`src/rtl/css_pkg.sv`:
```
package css_pkg;

  localparam int CSS_SEG_BYTES = 1024;
  localparam int CSS_Q_DEPTH   = 4;
  localparam int CSS_CNT_W     = 11;
  localparam int CSS_IDX_W     = 1;
  localparam int CSS_CFG_W     = 16;

  localparam logic [CSS_CNT_W-1:0] CSS_HDR_LEN      = 11'd80;
  localparam logic [15:0]          CSS_DST_PORT_RST = 16'd5000;

  localparam logic [CSS_IDX_W-1:0] CSS_REG_SOURCE_PORT = 1'b0;
  localparam logic [CSS_IDX_W-1:0] CSS_REG_DEST_PORT   = 1'b1;

  localparam logic CSS_KIND_BYTE  = 1'b0;
  localparam logic CSS_KIND_REPLY = 1'b1;

  typedef struct packed {
    logic        kind;
    logic [7:0]  data_byte;
    logic        last_of_file;
    logic        reply_is_ack;
    logic [15:0] reply_seq;
  } in_item_t;

  typedef struct packed {
    logic [15:0]          seq_number;
    logic [15:0]          src_port_out;
    logic [15:0]          dst_port_out;
    logic [CSS_CNT_W-1:0] length_field;
    logic [15:0]          checksum_out;
    logic [CSS_CNT_W-1:0] payload_count;
    logic                 is_retransmit;
  } out_item_t;

  // Work handed from the front part to the back part.
  typedef struct packed {
    logic                 retx;
    logic [15:0]          data_sum;
    logic [15:0]          seq;
    logic [15:0]          src;
    logic [15:0]          dst;
    logic [CSS_CNT_W-1:0] count;
  } cmd_t;

  // Ones' complement addition with end-around carry.
  function automatic logic [15:0] oc_add(input logic [15:0] a, input logic [15:0] b);
    logic [16:0] s;
    s = {1'b0, a} + {1'b0, b};
    return s[15:0] + {15'd0, s[16]};
  endfunction

endpackage

```
`src/rtl/css_chan_if.sv`:
```
interface css_chan_if #(parameter type payload_t = logic);
  logic     valid;
  logic     ready;
  payload_t payload;

  modport source (output valid, output payload, input ready);
  modport sink (input valid, input payload, output ready);
endinterface

```
`src/rtl/css_front.sv`:
```
module css_front #(
  parameter int SEG_BYTES = css_pkg::CSS_SEG_BYTES
) (
  input  logic                          clk,
  input  logic                          rst_n,
  css_chan_if.sink                      in_chan,
  input  logic                          cfg_we,
  input  logic [css_pkg::CSS_IDX_W-1:0] cfg_index,
  input  logic [css_pkg::CSS_CFG_W-1:0] cfg_wdata,
  input  logic                          q_full,
  output logic                          q_push,
  output css_pkg::cmd_t                 q_cmd
);

  logic [15:0]                   src_port_r, src_port_nxt;
  logic [15:0]                   dst_port_r, dst_port_nxt;
  logic [15:0]                   sum_r, sum_nxt;
  logic [7:0]                    held_r, held_nxt;
  logic                          pending_r, pending_nxt;
  logic [css_pkg::CSS_CNT_W-1:0] count_r, count_nxt;
  logic [15:0]                   seq_r, seq_nxt;
  logic                          awaiting_r, awaiting_nxt;
  logic                          sent_last_r, sent_last_nxt;

  css_pkg::in_item_t             item;
  logic                          accept;
  logic [15:0]                   word;
  logic [15:0]                   sum_add;
  logic [css_pkg::CSS_CNT_W-1:0] cnt_inc;
  logic                          seg_end;

  assign in_chan.ready = !q_full;
  assign accept        = in_chan.valid && !q_full;
  assign item          = in_chan.payload;

  // An odd byte that closes a segment is padded with a zero low byte.
  assign word    = pending_r ? {held_r, item.data_byte} : {item.data_byte, 8'h00};
  assign sum_add = css_pkg::oc_add(sum_r, word);
  assign cnt_inc = count_r + css_pkg::CSS_CNT_W'(1);
  assign seg_end = (cnt_inc >= css_pkg::CSS_CNT_W'(SEG_BYTES)) || item.last_of_file;

  always_comb begin
    src_port_nxt  = src_port_r;
    dst_port_nxt  = dst_port_r;
    sum_nxt       = sum_r;
    held_nxt      = held_r;
    pending_nxt   = pending_r;
    count_nxt     = count_r;
    seq_nxt       = seq_r;
    awaiting_nxt  = awaiting_r;
    sent_last_nxt = sent_last_r;
    q_push        = 1'b0;
    q_cmd.retx     = 1'b0;
    q_cmd.data_sum = sum_add;
    q_cmd.seq      = seq_r;
    q_cmd.src      = src_port_r;
    q_cmd.dst      = dst_port_r;
    q_cmd.count    = cnt_inc;

    if (cfg_we) begin
      unique case (cfg_index)
        css_pkg::CSS_REG_SOURCE_PORT: src_port_nxt = cfg_wdata;
        css_pkg::CSS_REG_DEST_PORT:   dst_port_nxt = cfg_wdata;
      endcase
    end

    if (accept) begin
      if (item.kind == css_pkg::CSS_KIND_BYTE) begin
        if (!awaiting_r) begin
          if (seg_end) begin
            q_push        = 1'b1;
            awaiting_nxt  = 1'b1;
            sent_last_nxt = item.last_of_file;
            sum_nxt       = 16'd0;
            held_nxt      = 8'd0;
            pending_nxt   = 1'b0;
            count_nxt     = '0;
          end else begin
            if (pending_r) begin
              sum_nxt = sum_add;
            end else begin
              held_nxt = item.data_byte;
            end
            pending_nxt = !pending_r;
            count_nxt   = cnt_inc;
          end
        end
      end else if (awaiting_r) begin
        if (item.reply_is_ack && (item.reply_seq == seq_r)) begin
          awaiting_nxt = 1'b0;
          seq_nxt      = sent_last_r ? 16'd0 : seq_r + 16'd1;
        end else begin
          q_push     = 1'b1;
          q_cmd.retx = 1'b1;
        end
      end
    end
  end

  always_ff @(posedge clk) begin
    if (!rst_n) begin
      src_port_r  <= 16'd0;
      dst_port_r  <= css_pkg::CSS_DST_PORT_RST;
      sum_r       <= 16'd0;
      held_r      <= 8'd0;
      pending_r   <= 1'b0;
      count_r     <= '0;
      seq_r       <= 16'd0;
      awaiting_r  <= 1'b0;
      sent_last_r <= 1'b0;
    end else begin
      src_port_r  <= src_port_nxt;
      dst_port_r  <= dst_port_nxt;
      sum_r       <= sum_nxt;
      held_r      <= held_nxt;
      pending_r   <= pending_nxt;
      count_r     <= count_nxt;
      seq_r       <= seq_nxt;
      awaiting_r  <= awaiting_nxt;
      sent_last_r <= sent_last_nxt;
    end
  end

endmodule

```
`src/rtl/css_cmd_q.sv`:
```
module css_cmd_q (
  input  logic          clk,
  input  logic          rst_n,
  input  logic          push,
  input  css_pkg::cmd_t push_cmd,
  output logic          full,
  input  logic          pop,
  output logic          head_valid,
  output css_pkg::cmd_t head_cmd
);

  localparam int PTR_W = $clog2(css_pkg::CSS_Q_DEPTH);
  localparam int CNT_W = $clog2(css_pkg::CSS_Q_DEPTH + 1);

  css_pkg::cmd_t    mem_r [css_pkg::CSS_Q_DEPTH];
  css_pkg::cmd_t    head_r;
  logic [PTR_W-1:0] wr_ptr_r, wr_ptr_nxt;
  logic [PTR_W-1:0] rd_ptr_r, rd_ptr_nxt;
  logic [CNT_W-1:0] fill_r, fill_nxt;

  assign full       = (fill_r == CNT_W'(css_pkg::CSS_Q_DEPTH));
  assign head_valid = (fill_r != '0);
  assign head_cmd   = head_r;

  always_comb begin
    wr_ptr_nxt = wr_ptr_r;
    rd_ptr_nxt = rd_ptr_r;
    fill_nxt   = fill_r;
    if (push) begin
      wr_ptr_nxt = (wr_ptr_r == PTR_W'(css_pkg::CSS_Q_DEPTH - 1)) ? '0 : wr_ptr_r + PTR_W'(1);
    end
    if (pop) begin
      rd_ptr_nxt = (rd_ptr_r == PTR_W'(css_pkg::CSS_Q_DEPTH - 1)) ? '0 : rd_ptr_r + PTR_W'(1);
    end
    if (push && !pop) begin
      fill_nxt = fill_r + CNT_W'(1);
    end else if (pop && !push) begin
      fill_nxt = fill_r - CNT_W'(1);
    end
  end

  always_ff @(posedge clk) begin
    if (!rst_n) begin
      wr_ptr_r <= '0;
      rd_ptr_r <= '0;
      fill_r   <= '0;
    end else begin
      wr_ptr_r <= wr_ptr_nxt;
      rd_ptr_r <= rd_ptr_nxt;
      fill_r   <= fill_nxt;
    end
  end

  // The head register follows the entry at the next read pointer, taking the
  // incoming transaction directly when it becomes the head in this cycle.
  always_ff @(posedge clk) begin
    if (push) begin
      mem_r[wr_ptr_r] <= push_cmd;
    end
    if (push && (wr_ptr_r == rd_ptr_nxt)) begin
      head_r <= push_cmd;
    end else begin
      head_r <= mem_r[rd_ptr_nxt];
    end
  end

endmodule

```
`src/rtl/css_back.sv`:
```
module css_back (
  input  logic          clk,
  input  logic          rst_n,
  input  logic          head_valid,
  input  css_pkg::cmd_t head_cmd,
  output logic          pop,
  css_chan_if.source    out_chan
);

  // Stage A holds partial checksums; the output register holds the descriptor.
  logic                          a_valid_r, a_valid_nxt;
  logic                          a_retx_r;
  logic [15:0]                   a_p_r;
  logic [15:0]                   a_q_r;
  logic [15:0]                   a_seq_r;
  logic [15:0]                   a_src_r;
  logic [15:0]                   a_dst_r;
  logic [css_pkg::CSS_CNT_W-1:0] a_count_r;
  logic                          o_valid_r, o_valid_nxt;
  css_pkg::out_item_t            o_item_r;

  logic                          adv_b;
  logic                          adv_a;
  logic [css_pkg::CSS_CNT_W-1:0] a_len;

  assign adv_b = !o_valid_r || out_chan.ready;
  assign adv_a = !a_valid_r || adv_b;
  assign pop   = head_valid && adv_a;
  assign a_len = css_pkg::CSS_HDR_LEN + a_count_r;

  assign out_chan.valid   = o_valid_r;
  assign out_chan.payload = o_item_r;

  always_comb begin
    a_valid_nxt = adv_a ? head_valid : a_valid_r;
    o_valid_nxt = adv_b ? a_valid_r : o_valid_r;
  end

  always_ff @(posedge clk) begin
    if (!rst_n) begin
      a_valid_r <= 1'b0;
      o_valid_r <= 1'b0;
    end else begin
      a_valid_r <= a_valid_nxt;
      o_valid_r <= o_valid_nxt;
    end
  end

  always_ff @(posedge clk) begin
    if (pop) begin
      a_retx_r  <= head_cmd.retx;
      a_p_r     <= css_pkg::oc_add(head_cmd.data_sum, head_cmd.seq);
      a_q_r     <= css_pkg::oc_add(head_cmd.src, head_cmd.dst);
      a_seq_r   <= head_cmd.seq;
      a_src_r   <= head_cmd.src;
      a_dst_r   <= head_cmd.dst;
      a_count_r <= head_cmd.count;
    end
  end

  // A retransmit always follows the descriptor it repeats, so the output
  // register already holds that descriptor and only the flag changes.
  always_ff @(posedge clk) begin
    if (adv_b && a_valid_r) begin
      if (a_retx_r) begin
        o_item_r.is_retransmit <= 1'b1;
      end else begin
        o_item_r.seq_number    <= a_seq_r;
        o_item_r.src_port_out  <= a_src_r;
        o_item_r.dst_port_out  <= a_dst_r;
        o_item_r.length_field  <= a_len;
        o_item_r.checksum_out  <=
          ~css_pkg::oc_add(css_pkg::oc_add(a_p_r, a_q_r), {5'd0, a_len});
        o_item_r.payload_count <= a_count_r;
        o_item_r.is_retransmit <= 1'b0;
      end
    end
  end

endmodule

```
`src/rtl/checksummed_segment_sender.sv`:
```
// Stop-and-wait segment sender. Payload bytes (kind 0) are cut into segments
// of up to SEG_BYTES bytes and summed as big-endian words into a 16-bit ones'
// complement checksum that also covers the sequence number, both ports and the
// length field; at the end of a segment one header descriptor is produced and
// the block waits for a reply (kind 1). A matching ack advances the sequence
// number (back to 0 after the last segment of a file), any other reply resends
// the descriptor with is_retransmit set. Bytes taken while waiting and replies
// taken while not waiting are dropped. One transaction is taken every cycle;
// the input stalls only when the four-entry queue between the classifying
// front end and the checksum back end is full, which happens only while the
// result channel holds off. A descriptor passes the queue head, stage A and
// the output register in turn. Port registers are written through cfg_*.
module checksummed_segment_sender #(
  parameter int SEG_BYTES = css_pkg::CSS_SEG_BYTES
) (
  input  logic                          clk,
  input  logic                          rst_n,
  css_chan_if.sink                      in_chan,
  css_chan_if.source                    out_chan,
  input  logic                          cfg_we,
  input  logic [css_pkg::CSS_IDX_W-1:0] cfg_index,
  input  logic [css_pkg::CSS_CFG_W-1:0] cfg_wdata
);

  logic          q_full;
  logic          q_push;
  css_pkg::cmd_t q_cmd;
  logic          q_pop;
  logic          q_head_valid;
  css_pkg::cmd_t q_head_cmd;

  css_front #(
    .SEG_BYTES(SEG_BYTES)
  ) u_front (
    .clk      (clk),
    .rst_n    (rst_n),
    .in_chan  (in_chan),
    .cfg_we   (cfg_we),
    .cfg_index(cfg_index),
    .cfg_wdata(cfg_wdata),
    .q_full   (q_full),
    .q_push   (q_push),
    .q_cmd    (q_cmd)
  );

  css_cmd_q u_cmd_q (
    .clk       (clk),
    .rst_n     (rst_n),
    .push      (q_push),
    .push_cmd  (q_cmd),
    .full      (q_full),
    .pop       (q_pop),
    .head_valid(q_head_valid),
    .head_cmd  (q_head_cmd)
  );

  css_back u_back (
    .clk       (clk),
    .rst_n     (rst_n),
    .head_valid(q_head_valid),
    .head_cmd  (q_head_cmd),
    .pop       (q_pop),
    .out_chan  (out_chan)
  );

endmodule

```
`src/flat_wrapper.sv`:
```
// flat-port wrapper written by rule: the top's interface ports become plain ports
module checksummed_segment_sender_flat 
#(
  parameter int SEG_BYTES = css_pkg::CSS_SEG_BYTES
)
  (clk, rst_n, cfg_we, cfg_index, cfg_wdata, in_chan_valid, in_chan_payload, in_chan_ready, out_chan_valid, out_chan_payload, out_chan_ready);
  css_chan_if #(.payload_t(css_pkg::in_item_t)) in_chan_i ();
  css_chan_if #(.payload_t(css_pkg::out_item_t)) out_chan_i ();
  input  logic clk;
  input  logic rst_n;
  input  logic cfg_we;
  input  logic [css_pkg::CSS_IDX_W-1:0] cfg_index;
  input  logic [css_pkg::CSS_CFG_W-1:0] cfg_wdata;
  input wire logic [$bits(in_chan_i.valid)-1:0] in_chan_valid;
  input wire logic [$bits(in_chan_i.payload)-1:0] in_chan_payload;
  output wire logic [$bits(in_chan_i.ready)-1:0] in_chan_ready;
  output wire logic [$bits(out_chan_i.valid)-1:0] out_chan_valid;
  output wire logic [$bits(out_chan_i.payload)-1:0] out_chan_payload;
  input wire logic [$bits(out_chan_i.ready)-1:0] out_chan_ready;
  assign in_chan_i.valid = in_chan_valid;
  assign in_chan_i.payload = in_chan_payload;
  assign in_chan_ready = in_chan_i.ready;
  assign out_chan_valid = out_chan_i.valid;
  assign out_chan_payload = out_chan_i.payload;
  assign out_chan_i.ready = out_chan_ready;
  checksummed_segment_sender #(.SEG_BYTES(SEG_BYTES)) u_core (.clk(clk), .rst_n(rst_n), .in_chan(in_chan_i), .out_chan(out_chan_i), .cfg_we(cfg_we), .cfg_index(cfg_index), .cfg_wdata(cfg_wdata));
endmodule
```
`config.mk`:
```
export PLATFORM = sky130hd
export DESIGN_NAME = checksummed_segment_sender_flat
export DESIGN_NICKNAME = d
export VERILOG_FILES = /design/src/rtl/css_pkg.sv /design/src/rtl/css_chan_if.sv /design/src/rtl/css_front.sv /design/src/rtl/css_cmd_q.sv /design/src/rtl/css_back.sv /design/src/rtl/checksummed_segment_sender.sv /design/src/flat_wrapper.sv
export SDC_FILE = /design/constraint.sdc
export NUM_CORES = 1
export LEC_CHECK = 0
export BUFFER_PORTS_ARGS = -buffer_cell sky130_fd_sc_hd__clkbuf_2
export CORE_AREA = 2 2 219 221
export CTS_CLUSTER_DIAMETER = 30
export CTS_CLUSTER_SIZE = 8
export DETAILED_ROUTE_END_ITERATION = 12
export DIE_AREA = 0 0 221 223
export PLACE_DENSITY = 0.76
export SLEW_MARGIN = 25
export SYNTH_ARGS = -nofsm -noshare
export SYNTH_HDL_FRONTEND = slang
export SYNTH_HIERARCHICAL = 1
export SYNTH_SLANG_ARGS = --single-unit
```
`constraint.sdc`:
```
create_clock -name clk -period 8.6 [get_ports clk]
set_input_delay 0.86 -clock clk [delete_from_list [all_inputs] [get_ports clk]]
set_output_delay 0.86 -clock clk [all_outputs]
set_load 0.02 [all_outputs]
```
# Word level (Yosys, flattened, before mapping)
# Memory sizes are Yosys's and may differ from the RTL's. A register that Yosys moved wholly into a read port is not among the register bits.
# Index checks and enable logic that the tools add are counted.
# totals
ff_bits,274
ram_bits,304
in_bits,49
out_inout_bits,89
wordCells,109
n_memories,1
# classes
add_sub_neg,17
order_cmp,1
eq_ne,5
muxes,26
n_bitwise,5
reduce_logical,26
# memory_table
memory,words,width,rd,rd_ports_with_merged_regs,write_ports,line_no,source
u_core.u_cmd_q.mem_r,4,76,1,1,1,css_cmd_q.sv:15,css_pkg::cmd_t mem_r [css_pkg::CSS_Q_DEPTH];
# ops
operator,n
adder 16 x 1 -> 16 bit,5
adder 16 x 16 -> 17 bit,4
two-way mux 16 bit,4
adder 16 x 11 -> 17 bit,1
adder 16 x 1 -> 16 bit (second input constant),1
equality test 16 bit,1
two-way mux 8 bit,2
NOT 16 bit,1
AND reduction 4 bit,4
two-way mux 1 bit,14
adder 11 x 1 -> 11 bit (second input constant),1
adder 7 x 11 -> 11 bit (first input constant),1
greater-or-equal comparator 11 bit (second input constant),1
two-way mux 11 bit,1
logical AND 1 bit,6
zero test 1 bit,6
two-way mux 2 bit,3
two-way mux 3 bit,2
AND reduction 2 bit,3
adder 2 x 1 -> 2 bit (second input constant),2
equality test 2 bit (second input constant),2
NOT 1 bit,4
nonzero test 2 bit,2
adder 3 x 1 -> 3 bit (second input constant),1
6 further kinds,8

# Longest topological paths before layout
# Gate-level depths: netlist of run 1.
# logic_depth
depth_word,11
ltp_mapped,32
mapped_depth_nobuf,32

# Cells and area by module
# The synthesis of run 1 kept the hierarchy.
# by_module_without_submodules
module,instances,cells_per_inst,area_each_um2,seq_area_each_um2
css_cmd_q,1,440,11456.0,9308.9
css_back,1,701,9310.2,5295.1
css_front,1,596,4879.7,1721.7

# Least setup slack after synthesis of run 1
# OpenSTA, ideal clock, no wires.
# synth_path
path_type,input port to flip-flop
startpoint,input out_chan_ready
endpoint,register u_core.u_cmd_q.fill_r[2]
setup_ps,76
t_arrival_ps,9238
required_ps,8524
slack_ps,-713
path_stages,9
path_buffers,0
path_cell_list,nor2b_1 a21boi_0 inv_1 ha_1 inv_1 fa_1 xor2_1 or3_1 a21boi_0
# synth_via
elab_chain_cells,6
word_cells_on_any_way,8
cone_classes,1 x mux; 7 x reduce/logical
# synth_lines
item,line_no,source
from (decl),flat_wrapper.sv:19,input wire logic [$bits(out_chan_i.ready)-1:0] out_chan_ready;
logical OR 1 bit *,css_back.sv:26,assign adv_b = !o_valid_r || out_chan.ready;
logical OR 1 bit *,css_back.sv:27,assign adv_a = !a_valid_r || adv_b;
logical AND 1 bit *,css_back.sv:28,assign pop = head_valid && adv_a;
named net u_core.q_pop,checksummed_segment_sender.sv:28,logic q_pop;
zero test 1 bit,css_cmd_q.sv:35,if (push && !pop) begin
logical AND 1 bit,css_cmd_q.sv:35,
two-way mux 3 bit / nonzero test 2 bit (equally long branches),n/a,
to (signal assigned),css_cmd_q.sv:50,fill_r <= fill_nxt;
to (decl),css_cmd_q.sv:19,"logic [CNT_W-1:0] fill_r, fill_nxt;"
# The timed path passes the listed nets; every way through them passes the cells marked *.
# A chain may end at the register's enable or synchronous reset.

# Worst setup path in the final report of run 1
# layout_path
startpoint,register u_core.u_back.a_p_r[0]
endpoint,"register u_core.u_back.o_item_r, in the netlist u_core/u_back/out_chan.payload[26], data pin"
# layout_via
elab_chain_cells,5
# layout_lines
item,line_no,source
from (decl),css_back.sv:13,logic [15:0] a_p_r;
from (signal assigned),css_back.sv:52,"a_p_r <= css_pkg::oc_add(head_cmd.data_sum, head_cmd.seq);"
adder 16 x 16 -> 17 bit,css_pkg.sv:49,"s = {1'b0, a} + {1'b0, b};"
adder 16 x 1 -> 16 bit,css_pkg.sv:50,"return s[15:0] + {15'd0, s[16]};"
adder 16 x 11 -> 17 bit,css_pkg.sv:49,
adder 16 x 1 -> 16 bit,css_pkg.sv:50,
NOT 16 bit,css_back.sv:73,"~css_pkg::oc_add(css_pkg::oc_add(a_p_r, a_q_r), {5'd0, a_len});"
to (decl),css_back.sv:20,css_pkg::out_item_t o_item_r;
# Every way passes these cells.

==> results of run 1 <==
==> area by class of cell <==
| cell class | instances | share of cell area |
|---|---|---|
| clock buffer | 152 | 0.0945 |
| inverter | 36 | 0.00446 |
| sequential | 576 | 0.540 |
| timing repair buffer | 152 | 0.0264 |
| multi-input combinational | 1074 | 0.294 |
| clock inverter | 41 | 0.0156 |
| tap | 615 | 0.0254 |
==> power by group <==
| part | switching (mW) | internal (mW) | total (mW) |
|---|---|---|---|
| clock | 1.31 | 2.51 | 3.82 |
| combinational | 3.75 | 2.43 | 6.18 |
| sequential | 0.269 | 3.90 | 4.17 |
==> cell families after synthesis <==
logic type / share of synthesized area
xor gates and xnor gates: 0.0617
muxes: 0.0726
adders and majority gates: 0.0504
DFF: 0.637
and+or+nand+nor: 0.0861
AOI/OAI and AO/OA: 0.0750
buffers and inverters: 0.0177
==> synth_stat cells (all sizes together) (11+ instances only) <==
| cell | count |
|---|---|
| o21bai | 13 |
| a22oi | 19 |
| o21ai | 40 |
| clkbuf | 26 |
| buf | 25 |
| nor3 | 27 |
| and2 | 25 |
| dfxtp | 97 |
| edfxtp | 479 |
| nand3 | 47 |
| xnor2 | 83 |
| mux4 | 76 |
| or3 | 14 |
| nand2b | 11 |
| xor2 | 88 |
| nand2 | 129 |
| nor2b | 15 |
| ha | 93 |
| nor2 | 86 |
| a21oi | 99 |
| nand4 | 19 |
| inv | 35 |
| a21o | 26 |
| and3 | 20 |
| nor4 | 11 |
| a211oi | 13 |
==> per-stage QoR <==
step	util	std cells	hold slack (ns)	total power, mW	setup WS [ns]
after global routing	0.642	2646	0.426	14.9	0.330
after detailed placement	0.571	2453	0.405	10.3	0.961
after floorplan	-	1737	0.400	8.84	1.80
after global placement	0.571	2453	0.402	10.1	1.25
after CTS	0.642	2646	0.417	14.2	0.945
final	0.642	2646	0.415	14.2	0.883
==> routing by layer <==
| layer | wire length (um) | part of all wire |
|---|---|---|
| met3 | 3570 | 0.063 |
| met4 | 1980 | 0.035 |
| met1 | 23000 | 0.41 |
| met2 | 27800 | 0.49 |
| met5 | 0 | 0 |
==> state kept, by name (all words and copies together), names as in the netlist, 2 cells and up, named ones only <==
| name | count |
|---|---|
| u_core/u_back/a_dst_r | 16 |
| u_core/u_front/held_r | 8 |
| u_core/u_back/a_src_r | 16 |
| u_core/u_cmd_q/rd_ptr_r | 2 |
| u_core/u_cmd_q/fill_r | 3 |
| u_core/u_front/count_r | 11 |
| u_core/u_back/a_count_r | 11 |
| u_core/u_front/sum_r | 16 |
| u_core/u_cmd_q/wr_ptr_r | 2 |
| u_core/u_back/out_chan.payload | 83 |
| u_core/u_front/seq_r | 16 |
| u_core/u_front/src_port_r | 16 |
| u_core/u_back/a_p_r | 16 |
| u_core/u_cmd_q/mem_r | 304 |
| u_core/u_front/dst_port_r | 16 |
| u_core/u_back/a_q_r | 16 |
| u_core/u_back/a_seq_r | 16 |
==> worst paths after layout <==
| check | start | end | slack (ns) | cells past startpoint |
|---|---|---|---|---|
| max reg2reg | u_core/u_back/a_p_r[0] | u_core/u_back/out_chan.payload[26] | 0.88 | 32 |
| max | u_core/u_back/a_p_r[0] | u_core/u_back/out_chan.payload[26] | 0.88 | 32 |
| min | u_core/u_back/a_seq_r[15] | u_core/u_back/out_chan.payload[86] | 0.42 | 0 |
| min reg2reg | u_core/u_back/a_seq_r[15] | u_core/u_back/out_chan.payload[86] | 0.42 | 0 |
==> cells in the final DEF, fill, tap and decap left out, types with 6 or more instances in the layout <==
cell type	Yosys	layout
sky130_fd_sc_hd__dfxtp_1	97	95
sky130_fd_sc_hd__and3_1	20	20
sky130_fd_sc_hd__o21ai_0	36	36
sky130_fd_sc_hd__nor2b_1	15	14
sky130_fd_sc_hd__clkbuf_16	0	103
sky130_fd_sc_hd__a211oi_1	10	10
sky130_fd_sc_hd__and2_1	24	20
sky130_fd_sc_hd__nor3_1	24	24
sky130_fd_sc_hd__o21bai_1	13	13
sky130_fd_sc_hd__xor2_1	85	85
sky130_fd_sc_hd__clkbuf_8	0	10
sky130_fd_sc_hd__mux4_2	76	76
sky130_fd_sc_hd__inv_1	35	35
sky130_fd_sc_hd__a21oi_1	99	99
sky130_fd_sc_hd__fa_1	6	6
sky130_fd_sc_hd__bufinv_16	0	7
sky130_fd_sc_hd__clkinv_4	0	7
sky130_fd_sc_hd__nand3_1	45	45
sky130_fd_sc_hd__or3_1	14	14
sky130_fd_sc_hd__clkbuf_1	26	39
sky130_fd_sc_hd__a21o_1	26	26
sky130_fd_sc_hd__nand2b_1	11	11
sky130_fd_sc_hd__nand4_1	17	17
sky130_fd_sc_hd__buf_4	7	15
sky130_fd_sc_hd__a22oi_1	19	19
sky130_fd_sc_hd__edfxtp_1	479	479
sky130_fd_sc_hd__o211ai_1	6	6
sky130_fd_sc_hd__mux2_2	8	8
sky130_fd_sc_hd__clkbuf_2	0	137
sky130_fd_sc_hd__mux2i_1	6	6
sky130_fd_sc_hd__nor2_1	83	83
sky130_fd_sc_hd__ha_1	93	93
sky130_fd_sc_hd__o21a_1	8	8
sky130_fd_sc_hd__clkinv_2	0	13
sky130_fd_sc_hd__xnor2_1	81	81
sky130_fd_sc_hd__nor4_1	9	9
sky130_fd_sc_hd__nand2_1	129	129
==> key figures, run 1 <==
Synthesis
  • Number of flops mapped to enable cells by yosys: 479
  • Proportion of netlist area held by the largest area contributor: 0.561
  • Unique cell type count in the Yosys netlist: 98
  • Fraction of registers with async set/reset: 0
  • Flip-flop cell with the highest count after synthesis: sky130_fd_sc_hd__edfxtp_1
  • Yosys warnings: 6
  • Area of the mapped netlist: 25600 um2
  • Leading cell types by total area after synthesis: sky130_fd_sc_hd__edfxtp_1, sky130_fd_sc_hd__dfxtp_1, sky130_fd_sc_hd__mux4_2, sky130_fd_sc_hd__ha_1, sky130_fd_sc_hd__xor2_1
  • Cell accounting for the most synthesized area: sky130_fd_sc_hd__edfxtp_1
  • Post-synthesis register bit count: 576
  • Synthesized netlist net count: 1885
  • Post-synthesis instance total: 1737
  • Share of synthesized area occupied by flip-flops and latches: 0.637
  • Post-Syn Area per Cell: 14.8 um2

Layout
  • Fraction of layout instances using a drive strength above 1: 0.215
  • Fill cell count: 3154
  • Area taken by multi-input logic gates: 8900 um2
  • Net count of the finished layout: 2090
  • Area growth from synthesis to final layout: 18.0%
  • Post-route cell area: 30300 um2
  • Number of antenna cells inserted: 0
  • Area used by sequential logic in the layout: 16300 um2

STA
  • Least-Margin Pin Slew: 0.894 ns
  • Rel. slew slack: 0.404
  • Shortest period the worst path allows: 7.72 ns
  • Accumulated negative setup slack: 0 ns
  • Number of failing setup endpoints in the final timing report: 0
  • Number of hold violations in the final report: 0
  • Final critical-path share of the clock period: 0.897
  • Final clock skew: 0.0287 ns
  • RSZ-0062 raised after global routing: false
  • Peak Freq: 0.130 GHz
  • Max Slew Vio Count: 0

Global routing
  • Via count of the first global-routing pass: 15500
  • Maximum number of pins on one net before global-route repair: 69
  • Met3 usage: 0.0410
  • Busiest layer in global routing: met2
  • M2 GR Usage: 0.375
  • Wire length of the first global-routing pass: 86600 um
  • Met1 demand-to-capacity share in global routing: 0.298
  • GRT Resource Usage Total: 0.228
  • Number of antenna violations at the first check in global routing: 0
  • Leftover overflow at the end of global routing: 0

Routing
  • Violation count after the first detailed-route iteration: 1340
  • Routed WL per cell: 21.3 um
  • Number of nets with antenna violations after detailed routing: 0
  • Post-route DRC violation count: 0
  • Number of vias after detailed routing: 15500
  • Count of TritonRoute iterations in the first routing pass: 5
  • Via count normalized by instance count: 5.86
  • Detailed-route wire length: 56300 um

Clocking
  • Reg clk slew, reported paths: 0.05 ns
  • CTS Buffer Depth: 3
  • Resized cells post-CTS: 0
  • Source-to-sink clock delay at the later pin of the worst-skew pair: 0.64 ns
  • Number of sinks on the clock net: 576
  • TritonCTS clock tree: done
  • CTS buffer count: 102
  • Post-cts hold buffer count: 0
  • Setup repair bufs after CTS: 0
  • Root buffer cell: sky130_fd_sc_hd__clkbuf_16
  • Max H-tree Level: 3

Critical path
  • Number of buffer and inverter instances along the worst setup path: 0
  • Type of destination of the critical path: flip-flop
  • Cell class contributing the biggest share of worst-path delay: simple AND/OR/NAND/NOR gates
  • Crit Path Category: flip-flop to flip-flop
  • Crit start category: flip-flop
  • Worst stage delay on the critical path: 0.49 ns
  • Endpoint arrival time on the critical path: 8.10 ns
  • Cell with the largest stage delay on the worst path: sky130_fd_sc_hd__or3b_2
  • Top fanout value on the critical path: 5
  • Most numerous cell on the critical path: sky130_fd_sc_hd__ha_1
  • Required time at the worst-slack endpoint: 8.98 ns

Flow run
  • Max-cap viol count: 0

Floorplan
  • Placeable core region: 47100 um2
  • Total number of placement rows: 80
  • Horizontal die dimension: 221 um
  • Die area: 49300 um2
  • DIE HEIGHT: 223 um
  • Initial Utilization: 0.544
  • Number of top-level pins: 138

Place
  • Placement-stage cell area: 26900 um2
  • Half-perimeter wire length after placement: 36400 um
  • Routability Congestion: 0.878
  • Buffers on Ports: 137

Outcome
  • Outcome: completed

Power
  • Largest vdd supply drop: 0.563 mV
  • Static leakage: 11.1 nW
  • Pwr Density: 468 nW/um2

Hold path
  • Worst min path class: flip-flop to flip-flop
No activity file was read; power rests on OpenSTA's default activity.
==> run 2, diff against run 1 <==
- CORE_AREA: 2 2 219 221 -> 2 2 216 218
- CTS_BUF_LIST: unset -> sky130_fd_sc_hd__clkbuf_8
- DIE_AREA: 0 0 221 223 -> 0 0 218 220
- PLACE_DENSITY: 0.76 -> 0.78
==> run 2 against run 1 <==
Wire length is 5.5% lower. Final area is 4.2% lower. Register-to-register slack better by 0.09 ns. Largest power group unchanged. First-iteration DRC count is 0.82% lower. Sequential share of layout area is 2.4 points higher. Hold slack worse by 0.0021 ns. Flip-flop and latch count stayed put. Non-clock buffer count stayed put. Combinational power is 1% lower. Highest routed layer is now met5. Critical path depth stayed put. Largest cell class unchanged.
==> key figures, run 2 (synthesis gave the netlist of run 1 again) <==
Outcome
  • Outcome: completed

STA
  • Least-Margin Pin Slew: 0.970 ns
  • Final critical-path share of the clock period: 0.887
  • Number of hold violations in the final report: 0
  • Number of failing setup endpoints in the final timing report: 0
  • RSZ-0062 raised after global routing: false
  • Rel. slew slack: 0.353
  • Peak Freq: 0.131 GHz
  • Accumulated negative setup slack: 0 ns
  • Max Slew Vio Count: 0
  • Shortest period the worst path allows: 7.63 ns
  • Final clock skew: 0.0301 ns

Floorplan
  • Placeable core region: 45900 um2
  • Die area: 48000 um2
  • Horizontal die dimension: 218 um
  • Total number of placement rows: 79
  • Number of top-level pins: 138
  • DIE HEIGHT: 220 um
  • Initial Utilization: 0.559

Layout
  • Fill cell count: 3260
  • Commonest cells after routing, fill and taps aside: sky130_fd_sc_hd__edfxtp_1, sky130_fd_sc_hd__clkbuf_2, sky130_fd_sc_hd__nand2_1
  • Top register by number of flip-flops: u_core/u_cmd_q/mem_r
  • Final core occ: 0.632
  • Fraction of layout instances using a drive strength above 1: 0.213
  • Area growth from synthesis to final layout: 13.0%
  • Number of flip-flops in the largest register: 304
  • Most common cell after layout, fill and taps aside: sky130_fd_sc_hd__edfxtp_1
  • Net count of the finished layout: 2089

Clocking
  • TritonCTS clock tree: done
  • Post-cts hold buffer count: 0
  • Max H-tree Level: 3
  • Resized cells post-CTS: 0
  • Reg clk slew, reported paths: 0.07 ns
  • Number of sinks on the clock net: 576
  • Source-to-sink clock delay at the later pin of the worst-skew pair: 0.69 ns
  • Root buffer cell: sky130_fd_sc_hd__clkbuf_8
  • CTS buffer count: 101
  • Setup repair bufs after CTS: 0
  • CTS Buffer Depth: 3

Place
  • Buffers on Ports: 137
  • Routability Congestion: 0.855
  • Half-perimeter wire length after placement: 35900 um

Power
  • Clock power frac: 0.193
  • Part of the power in registers: 0.325
  • Static leakage: 10.7 nW
  • Net switching share of the total power: 0.397
  • Pwr Density: 439 nW/um2
  • Overall power: 12.7 mW
  • Internal power: 7.67 mW
  • Total net switching power: 5.04 mW
  • Fraction of power consumed by combinational cells: 0.482
  • Largest vdd supply drop: 0.378 mV

Critical path
  • Top fanout value on the critical path: 5
  • Count of cell instances traversed by the critical path: 32
  • Crit path capture: u_core/u_back/out_chan.payload[26]
  • Crit Path Category: flip-flop to flip-flop
  • Flop-to-flop setup slack: 0.97 ns
  • Number of buffer and inverter instances along the worst setup path: 0
  • Reg2Reg Capture Point: u_core/u_back/out_chan.payload[26]
  • Worst reg2reg path startpoint: u_core/u_back/a_p_r[0]
  • Endpoint arrival time on the critical path: 8.03 ns
  • Critical Path Start: u_core/u_back/a_p_r[0]
  • Cell with the largest stage delay on the worst path: sky130_fd_sc_hd__or3b_2
  • Type of destination of the critical path: flip-flop
  • Required time at the worst-slack endpoint: 9.01 ns
  • Worst stage delay on the critical path: 0.50 ns
  • Most numerous cell on the critical path: sky130_fd_sc_hd__ha_1
  • Depth of the worst register-to-register path: 32
  • Crit start category: flip-flop
  • Cell class contributing the biggest share of worst-path delay: simple AND/OR/NAND/NOR gates

Routing
  • Detailed-route wire length: 53200 um
  • Via count normalized by instance count: 5.79
  • Post-route DRC violation count: 0
  • Number of nets with antenna violations after detailed routing: 0
  • Violation count after the first detailed-route iteration: 1329
  • Number of vias after detailed routing: 15300
  • Routed WL per cell: 20.2 um
  • Count of TritonRoute iterations in the first routing pass: 5

Hold path
  • Worst min path class: input pin to flip-flop

Global routing
  • Wire length of the first global-routing pass: 81400 um
  • Via count of the first global-routing pass: 15200
  • GRT Resource Usage Total: 0.223
  • Maximum number of pins on one net before global-route repair: 71
  • Number of antenna violations at the first check in global routing: 1
  • Leftover overflow at the end of global routing: 0

Flow run
  • Max-cap viol count: 0
-- run 2: how the worst min path moves through the flow --
stage	from	endpoint	slack (ns)	depth (start not counted)
2_1_floorplan	u_core/u_back/a_dst_r[0]	u_core/u_back/out_chan.payload[39]	0.40	0
3_3_place_gp	u_core/u_back/a_src_r[5]	u_core/u_back/out_chan.payload[60]	0.40	0
3_5_place_dp	u_core/u_back/a_dst_r[2]	u_core/u_back/out_chan.payload[41]	0.40	0
4_1_cts	cfg_wdata[7]	u_core/u_front/dst_port_r[7]	0.37	3
5_1_grt	cfg_wdata[0]	u_core/u_front/dst_port_r[0]	0.40	3
6_report	cfg_wdata[6]	u_core/u_front/src_port_r[6]	0.41	3
-- run 2: tightest hold or removal path: stages --
cell and delay [ns]:
sky130_fd_sc_hd__clkbuf_2 0.09, sky130_fd_sc_hd__nand2_1 0.05, sky130_fd_sc_hd__a21oi_1 0.05
-- run 2: power groups by stage --
stage	clock [mW]	combinational [mW]	sequential [mW]
6_report	2.46	6.12	4.13
5_1_grt	2.63	6.73	4.18
4_1_cts	2.50	6.07	4.18
3_5_place_dp	0	6.02	4.24
3_3_place_gp	0	5.89	4.21
2_1_floorplan	0	4.58	4.26
-- run 2: per-stage QoR --
stage / cell area (um2) / hold slack [ns] / std cells / setup WS [ns]
after detailed placement: 26900 / 0.405 / 2444 / 1.09
after global routing: 29000 / 0.402 / 2634 / 0.287
after CTS: 29000 / 0.365 / 2633 / 1.05
after global placement: 26900 / 0.402 / 2444 / 1.29
after floorplan: 25600 / 0.400 / 1737 / 1.80
final: 29000 / 0.413 / 2635 / 0.974
-- run 2: routing by layer --
metal	share of wire	GRT usage	wire, um
met2	0.49	0.370	26000
met3	0.064	0.0433	3420
met4	0.029	0.0937	1530
met1	0.42	0.288	22300
met5	0.00024	0	13
-- run 2: area by class of cell --
| class | instances | area (um2) | area share |
|---|---|---|---|
| tap | 607 | 759 | 0.0262 |
| inverter | 36 | 135 | 0.00466 |
| sequential | 576 | 16300 | 0.564 |
| clock inverter | 81 | 556 | 0.0192 |
| antenna | 1 | 2.50 | 0.0000863 |
| multi-input combinational | 1074 | 8900 | 0.307 |
| clock buffer | 108 | 1490 | 0.0513 |
| timing repair buffer | 152 | 811 | 0.0280 |
